### src/skt_pkg.sv
// Shared constants, codes and controller/datapath interface types of the sorted key table.
`default_nettype none
package skt_pkg;

  localparam int unsigned DEPTH      = 256;
  localparam int unsigned KEY_WIDTH  = 32;
  localparam int unsigned DATA_WIDTH = 32;
  localparam int unsigned ADDR_W     = $clog2(DEPTH);
  localparam int unsigned CNT_W      = $clog2(DEPTH + 1);
  localparam int unsigned ENTRY_W    = KEY_WIDTH + DATA_WIDTH;

  typedef enum logic [1:0] {
    KIND_INSERT = 2'd0,
    KIND_SEARCH = 2'd1,
    KIND_DELETE = 2'd2
  } kind_e;

  typedef enum logic [1:0] {
    ST_OK      = 2'd0,
    ST_DUP     = 2'd1,
    ST_FULL    = 2'd2,
    ST_MISSING = 2'd3
  } status_e;

  typedef enum logic [2:0] {
    S_IDLE,
    S_BS_CHK,
    S_BS_CMP,
    S_HIT,
    S_UP,
    S_PLACE,
    S_DN,
    S_RESULT
  } state_e;

  typedef struct packed {
    logic    load;
    logic    rd_mid;
    logic    bs_step;
    logic    rd_lo;
    logic    set_res;
    status_e res_code;
    logic    res_cap;
    logic    start_up;
    logic    shift_up;
    logic    place;
    logic    start_dn;
    logic    shift_dn;
    logic    dec_count;
    logic    out_load;
  } cmd_t;

  typedef struct packed {
    logic [1:0] kind;
    logic       lo_lt_hi;
    logic       hit;
    logic       full;
    logic       up_needed;
    logic       del_more;
    logic       ptr_at_p;
    logic       ptr_at_last;
    logic       out_free;
  } sts_t;

endpackage
`default_nettype wire

### src/skt_ctrl.sv
// Controller state machine sequencing search, shift and result phases of the table.
`default_nettype none
module skt_ctrl (
  input  wire logic          clk_i,
  input  wire logic          rst_ni,
  input  wire logic          in_valid_i,
  output logic               in_ready_o,
  input  wire skt_pkg::sts_t sts_i,
  output skt_pkg::cmd_t      cmd_o
);

  skt_pkg::state_e state_q, state_d;

  always_ff @(posedge clk_i or negedge rst_ni) begin
    if (!rst_ni) begin
      state_q <= skt_pkg::S_IDLE;
    end else begin
      state_q <= state_d;
    end
  end

  always_comb begin
    state_d    = state_q;
    cmd_o      = '0;
    cmd_o.res_code = skt_pkg::ST_MISSING;
    in_ready_o = 1'b0;
    unique case (state_q)
      skt_pkg::S_IDLE: begin
        in_ready_o = 1'b1;
        if (in_valid_i) begin
          cmd_o.load = 1'b1;
          state_d    = skt_pkg::S_BS_CHK;
        end
      end
      skt_pkg::S_BS_CHK: begin
        if (sts_i.lo_lt_hi) begin
          cmd_o.rd_mid = 1'b1;
          state_d      = skt_pkg::S_BS_CMP;
        end else begin
          cmd_o.rd_lo = 1'b1;
          state_d     = skt_pkg::S_HIT;
        end
      end
      skt_pkg::S_BS_CMP: begin
        cmd_o.bs_step = 1'b1;
        state_d       = skt_pkg::S_BS_CHK;
      end
      skt_pkg::S_HIT: begin
        cmd_o.set_res = 1'b1;
        state_d       = skt_pkg::S_RESULT;
        unique case (sts_i.kind)
          skt_pkg::KIND_INSERT: begin
            if (sts_i.full) begin
              cmd_o.res_code = skt_pkg::ST_FULL;
            end else if (sts_i.hit) begin
              cmd_o.res_code = skt_pkg::ST_DUP;
            end else begin
              cmd_o.res_code = skt_pkg::ST_OK;
              if (sts_i.up_needed) begin
                cmd_o.start_up = 1'b1;
                state_d        = skt_pkg::S_UP;
              end else begin
                state_d = skt_pkg::S_PLACE;
              end
            end
          end
          skt_pkg::KIND_SEARCH: begin
            if (sts_i.hit) begin
              cmd_o.res_code = skt_pkg::ST_OK;
              cmd_o.res_cap  = 1'b1;
            end
          end
          skt_pkg::KIND_DELETE: begin
            if (sts_i.hit) begin
              cmd_o.res_code = skt_pkg::ST_OK;
              cmd_o.res_cap  = 1'b1;
              if (sts_i.del_more) begin
                cmd_o.start_dn = 1'b1;
                state_d        = skt_pkg::S_DN;
              end else begin
                cmd_o.dec_count = 1'b1;
              end
            end
          end
          default: begin
            cmd_o.res_code = skt_pkg::ST_MISSING;
          end
        endcase
      end
      skt_pkg::S_UP: begin
        cmd_o.shift_up = 1'b1;
        if (sts_i.ptr_at_p) begin
          state_d = skt_pkg::S_PLACE;
        end
      end
      skt_pkg::S_PLACE: begin
        cmd_o.place = 1'b1;
        state_d     = skt_pkg::S_RESULT;
      end
      skt_pkg::S_DN: begin
        cmd_o.shift_dn = 1'b1;
        if (sts_i.ptr_at_last) begin
          cmd_o.dec_count = 1'b1;
          state_d         = skt_pkg::S_RESULT;
        end
      end
      skt_pkg::S_RESULT: begin
        if (sts_i.out_free) begin
          cmd_o.out_load = 1'b1;
          state_d        = skt_pkg::S_IDLE;
        end
      end
      default: begin
        state_d = skt_pkg::S_IDLE;
      end
    endcase
  end

endmodule
`default_nettype wire

### config.mk
export PLATFORM = sky130hd
export DESIGN_NAME = skt_ctrl
export DESIGN_NICKNAME = d
export VERILOG_FILES = /design/src/skt_pkg.sv /design/src/skt_ctrl.sv
export SDC_FILE = /design/constraint.sdc
export NUM_CORES = 1
export LEC_CHECK = 0
export BUFFER_PORTS_ARGS = -buffer_cell sky130_fd_sc_hd__buf_2
export CORE_AREA = 2 2 39 41
export DETAILED_ROUTE_END_ITERATION = 16
export DIE_AREA = 0 0 41 43
export GPL_TIMING_DRIVEN = 1
export HOLD_SLACK_MARGIN = 0.15
export PLACE_DENSITY = 0.69
export SLEW_MARGIN = 0
export SYNTH_ARGS = -nofsm -noshare
export SYNTH_HDL_FRONTEND = slang
export SYNTH_SLANG_ARGS = --single-unit
### constraint.sdc
create_clock -name clk_i -period 1.55 [get_ports clk_i]
set_clock_uncertainty 0.2 [all_clocks]
set_input_delay 0.2325 -clock clk_i [delete_from_list [all_inputs] [get_ports clk_i]]
set_output_delay 0.2325 -clock clk_i [all_outputs]
set_load 0.01 [all_outputs]
==> results.py, run 1 <==
metrics = {
    "run_status": {
        "violations": "setup timing",
        "status": "finished with violations",
    },
    "placement": {
        "gp_congestion": 0.8425,
        "placedCellCount": 110,
        "portBuffers": 28,
        "place_hpwl_um": 962.5,
    },
    "power": {
        "p_leak_uw": 0.0004223,
        "ir_worst_vdd_uv": 949.1,
        "powerDensity_mw_per_mm2": 1434,
    },
    "detailed_routing": {
        "drc": 0,
        "drt_iter0_markers": 1,
        "detail-route-antenna-nets": 0,
        "vias": 562,
        "viasPerCell": 4.723,
        "routed_wl_mm": 1.229,
        "wl_per_cell_um": 10.33,
        "drt_pass1_iterations": 2,
    },
    "timing": {
        "post-route-period-util": 1.153,
        "hold_ws_ns": 0.2411,
        "fmax_mhz": 559.6,
        "setup_violations": 16,
        "period_minus_slack_ns": 1.787,
        "relSlewSlack": 0.8704,
        "worst_slack_ns": -0.2372,
        "slew_violations": 0,
        "worst_slew_pin_slew_ns": 0.1918,
        "hold_viol": 0,
        "grt_setup_unrepaired": "true",
    },
    "synthesis": {
        "synthCells": 55,
        "seq_area_frac_synth": 0.1905,
        "netlist_area_um2": 394.1,
        "syn_avg_cell_area_um2": 7.166,
        "ys_seq_elements": 3,
        "synth_cell_types": 26,
        "syn_nets": 71,
        "ys_warn_count": 0,
    },
    "final_layout": {
        "largest_register_ffs": 3,
        "instances_no_fill": 119,
        "syn2layout_area_growth_pct": 99.05,
        "top_regs": "state_q: 3 flops",
        "final_nets": 120,
        "n_antenna_cell": 0,
        "final_common_cell": "buf_2",
        "largest_register": "state_q",
        "drive_above_1_share": 0.6019,
        "layout_common_cells": "buf_2 (26), buf_4 (16), nand2_1 (5)",
    },
    "grt": {
        "grt_overflow_total": 0,
        "first_global_vias": 522,
        "grtUsageMet2": 0.2719,
        "grt.total_usage": 0.1558,
        "grt_max_degree": 7,
        "use_met3": 0.03141,
        "busiest_layer": "met2",
        "grt_pass1_wl_mm": 1.925,
        "grt_use_met1": 0.1710,
        "antenna_found_initial": 0,
    },
    "hold_path": {
        "hold_depth": 4,
        "holdCritStartpoint": "sts_i[5]",
        "worstHoldPathType": "input pin to flop",
    },
    "floorplanning": {
        "die_area_mm2": 0.001763,
        "pin_count": 29,
        "die_w_um": 41,
        "std_cell_rows": 14,
        "start_util": 0.2848,
        "die_h_um": 43,
        "core_mm2": 0.001384,
    },
    "cts": {
        "cts_tree": "built",
        "clkLatencyLatePin_ns": 0.23,
        "cts_max_level": 1,
        "cts_root_buffer": "clkbuf_4",
        "clkTransAtPathRegs_ns": 0.04,
        "cts_buffer_depth": 2,
        "cts_made_buffers": 3,
        "cts_sinks": 3,
    },
    "critical_path": {
        "reg2reg_slack_ns": -0.10,
        "crit_fanout": 3,
        "crit_path_start_kind": "flop",
        "crit_end": "cmd_o[8]",
        "worstSetupEndpointType": "output pin",
        "crit_type": "flop to output pin",
        "worstPathRequired_ns": 1.12,
        "crit_start": "state_q[2]",
        "r2r_end": "state_q[0]",
        "r2r_start": "state_q[0]",
        "reg2reg_depth": 5,
        "critPathArrivalTime_ns": 1.35,
    },
    "run": {
        "cap_violations": 0,
    },
}
==> power breakdown <==
group | internal (uW) | switching, uW | leakage (uW)
logic | 454 | 371 | 0.000376
registers | 120 | 45.4 | 0.0000314
clock network | 96.4 | 38.8 | 0.0000150
==> kinds of logic after synthesis <==
| family | Yosys count | synth area share |
|---|---|---|
| and+or+nand+nor | 30 | 0.4222 |
| adders and majority gates | 3 | 0.09525 |
| DFF | 3 | 0.1905 |
| AOI/OAI and AO/OA | 8 | 0.1334 |
| buffers and inverters | 8 | 0.07937 |
| muxes | 3 | 0.07937 |
==> cell usage after synthesis <==
master,count,area [um^2]
and3_1,1,6.260
nor4b_1,1,8.760
and3b_1,1,8.760
buf_2,1,5.000
a211oi_1,1,7.510
o211ai_1,1,7.510
mux2i_1,2,20.02
o21ai_0,2,10.01
clkbuf_1,2,7.510
mux2_2,1,11.26
a32oi_1,1,8.760
and2_1,2,12.51
a21oi_1,2,10.01
ha_1,3,37.54
o2111ai_1,1,8.760
dfrtp_1,3,75.07
nor2b_1,2,12.51
inv_1,5,18.77
nor4bb_1,1,10.01
nand3_1,3,15.01
nand2_1,6,22.52
nor3_1,3,15.01
and2b_1,1,7.510
or4b_1,1,10.01
nand2b_1,3,18.77
nor2_1,5,18.77
==> per-layer routing <==
layer	part of all wire	wire length, um
met1	0.39	480
met2	0.58	710
met3	0.030	37
met4	0	0
met5	0	0
==> through the flow <==
stage	power [uW]	TNS (ns)	setup WS (ns)	area, um^2	util
final	1125	-2.129	-0.2372	784.5	0.5669
after global routing	1212	-3.265	-0.3150	784.5	0.5669
after CTS	1109	-2.221	-0.2496	770.7	0.5570
after detailed placement	823.2	-0.4288	-0.1370	650.6	0.4702
after global placement	807.1	-0.2246	-0.07289	650.6	0.4702
after floorplan	500.2	-0.07537	-0.03301	397.9	-
==> worst min-delay path by stage <==
stage / end / slack (ns)
finish: state_q[0] / 0.24
global route: state_q[0] / 0.26
CTS: state_q[0] / 0.23
detailed placement: state_q[2] / -0.17
global placement: state_q[2] / -0.17
floorplan: state_q[0] / -0.26
==> critical path, cell delays in order, from the launching register on <==
cell	delay (ns)
dfrtp_1	0.39
and2b_2	0.24
nand2_2	0.08
a211oi_2	0.18
o21ai_1	0.10
buf_2	0.15
==> what timing repair did <==
action                                 CTS  global route
gates resized for setup                 12             5
setup endpoints to repair               17            18
pin swaps                                5             0
endpoints found under the hold margin    3             0
hold buffers                             2             0
setup buffers                            3             1
gates cloned                             0             0
==> cell type report <==
class                      instances  area (um^2)
tap                               16        20.02
timing repair buffer              47        304.0
inverter                           5        18.77
clock buffer                       4        26.28
sequential                         3        76.32
fill                             144        599.3
multi-input combinational         44        339.1
Note: power is estimated with default switching activity, not from simulation.
==> run 2, diff against run 1 <==
- PLACE_DENSITY: 0.69 -> 0.67
- clock period: 1.55 -> 2.1 ns (I/O delays scaled with it)
==> results.py, run 2 (synthesis gave the netlist of run 1 again) <==
metrics = {
    "timing": {
        "worst_slew_pin_slew_ns": 0.2643,
        "fmax_mhz": 500.1,
        "relSlewSlack": 0.8228,
        "grt_setup_unrepaired": "true",
        "setup_violations": 0,
        "period_minus_slack_ns": 1.999,
        "slew_violations": 0,
        "post-route-period-util": 0.9521,
        "worst_slack_ns": 0.1006,
        "hold_viol": 0,
    },
    "grt": {
        "grt_pass1_wl_mm": 1.504,
        "first_global_vias": 419,
        "grt_overflow_total": 0,
        "use_met3": 0.01571,
        "antenna_found_initial": 0,
        "grtUsageMet2": 0.1875,
        "grt_max_degree": 14,
        "grt.total_usage": 0.1229,
        "grt_use_met1": 0.1526,
        "busiest_layer": "met2",
    },
    "critical_path": {
        "worstSetupEndpointType": "output pin",
        "worstPathRequired_ns": 1.58,
        "crit_chain": "and2b_2 -> nand2_1 -> a211oi_1 -> o21ai_0 -> buf_2",
        "crit_type": "flop to output pin",
        "critPathArrivalTime_ns": 1.48,
        "r2r_end": "state_q[0]",
        "crit_fanout": 4,
        "cpPeakStageDelay_ns": 0.36,
        "reg2reg_depth": 4,
        "critPathSlowestCell": "dfrtp_1",
        "crit_path_start_kind": "flop",
        "reg2reg_slack_ns": 0.51,
        "r2r_start": "state_q[0]",
    },
    "run_status": {
        "status": "finished, final reports clean",
    },
    "detailed_routing": {
        "drt_iter0_markers": 2,
        "viasPerCell": 4.786,
        "wl_per_cell_um": 9.553,
        "drt_pass1_iterations": 4,
        "drc": 0,
        "detail-route-antenna-nets": 0,
        "vias": 493,
        "routed_wl_um": 984,
    },
    "placement": {
        "place_area_um2": 556.8,
        "placedCellCount": 98,
        "gp_congestion": 0.8819,
        "place_hpwl_um": 803.6,
        "portBuffers": 28,
        "place_worst_setup_slack_ns": 0.2526,
    },
    "final_layout": {
        "instances_no_fill": 103,
        "final_cell_area_um2": 595.6,
        "largest_register": "state_q",
        "layout_common_cells": "buf_2 (28), nand2_1 (6), nor2_1 (5), inv_1 (5)",
        "drive_above_1_share": 0.4138,
        "final_common_cell": "buf_2",
        "fill_cells": 157,
        "final_util": 0.4304,
        "top_regs": "state_q: 3 flops",
        "largest_register_ffs": 3,
        "n_antenna_cell": 0,
        "final_nets": 104,
        "syn2layout_area_growth_pct": 51.11,
    },
    "power": {
        "internal_power_uw": 335.1,
        "seqPwrFrac": 0.214,
        "p_sw_uw": 262.5,
        "swShare": 0.4393,
        "p_leak_uw": 0.0003334,
        "ir_worst_vdd_uv": 608.3,
        "clkPwrFrac": 0.168,
        "power_frac_comb": 0.618,
        "powerDensity_mw_per_mm2": 1003,
    },
    "hold_path": {
        "worstHoldPathType": "input pin to asynchronous set/reset pin",
    },
    "cts": {
        "cts_tree": "built",
        "cts_sinks": 3,
        "cts_buffer_depth": 2,
        "cts_root_buffer": "clkbuf_4",
        "cts_max_level": 1,
        "cts_made_buffers": 3,
        "clkTransAtPathRegs_ns": 0.04,
        "clkLatencyLatePin_ns": 0.23,
    },
    "floorplanning": {
        "die_h_um": 43,
        "core_mm2": 0.001384,
        "die_w_um": 41,
        "pin_count": 29,
        "die_area_mm2": 0.001763,
        "start_util": 0.2848,
        "std_cell_rows": 14,
    },
    "run": {
        "cap_violations": 0,
    },
}
==> run 2: worst max-delay path by stage <==
stage / slack [ns] / end / startpoint / depth (start not counted)
floorplan: 0.35 / cmd_o[1] / state_q[1] / 6
global placement: 0.29 / state_q[1] / sts_i[8] / 7
detailed placement: 0.25 / cmd_o[8] / sts_i[8] / 6
CTS: 0.09 / cmd_o[8] / state_q[2] / 5
global route: -0.007 / cmd_o[8] / state_q[2] / 5
finish: 0.10 / cmd_o[8] / state_q[2] / 5
==> run 2: cell type report <==
type / count / area (um^2) / area share
sequential: 3 / 76.32 / 0.1282
multi-input combinational: 44 / 289.0 / 0.4853
inverter: 5 / 18.77 / 0.03151
timing repair buffer: 31 / 165.2 / 0.2773
clock buffer: 4 / 26.28 / 0.04412
tap: 16 / 20.02 / 0.03361
==> run 2: metal layers <==
metal,routed length (um),up-vias
met5,0,-
met4,14,0
met3,36,2
met2,494,10
met1,438,224
li1,-,257
==> run 2: critical path: cells and delay by family (launching register included) <==
family                 cells  cell delay (ns)
buffers and inverters      1             0.16
DFF                        1             0.36
and+or+nand+nor            2             0.35
AOI/OAI and AO/OA          2             0.39
==> run 2: through the flow <==
stage	hold slack (ns)	setup TNS [ns]	total power [uW]
2_1_floorplan	-0.1806	0	366.2
3_3_place_gp	-0.08828	0	490.7
3_5_place_dp	-0.08829	0	495.3
4_1_cts	0.1952	0	601.7
5_1_grt	0.2188	-0.007042	647.9
6_report	0.2027	0	597.6
==> run 2: timing repair <==
item	in CTS	in global routing
endpoints found under the hold margin	3	0
resized for setup	0	2
setup buffers	0	0
endpoints found under the setup margin	0	2
hold buffers	1	0
==> run 2: power groups by stage <==
| stage | Sequential, uW | Clock [uW] | Combinational [uW] |
|---|---|---|---|
| 5_1_grt | 132 | 109 | 407 |
| 3_3_place_gp | 124 | 0 | 367 |
| 6_report | 128 | 100 | 370 |
| 3_5_place_dp | 125 | 0 | 370 |
| 4_1_cts | 124 | 105 | 372 |
| 2_1_floorplan | 104 | 0 | 263 |
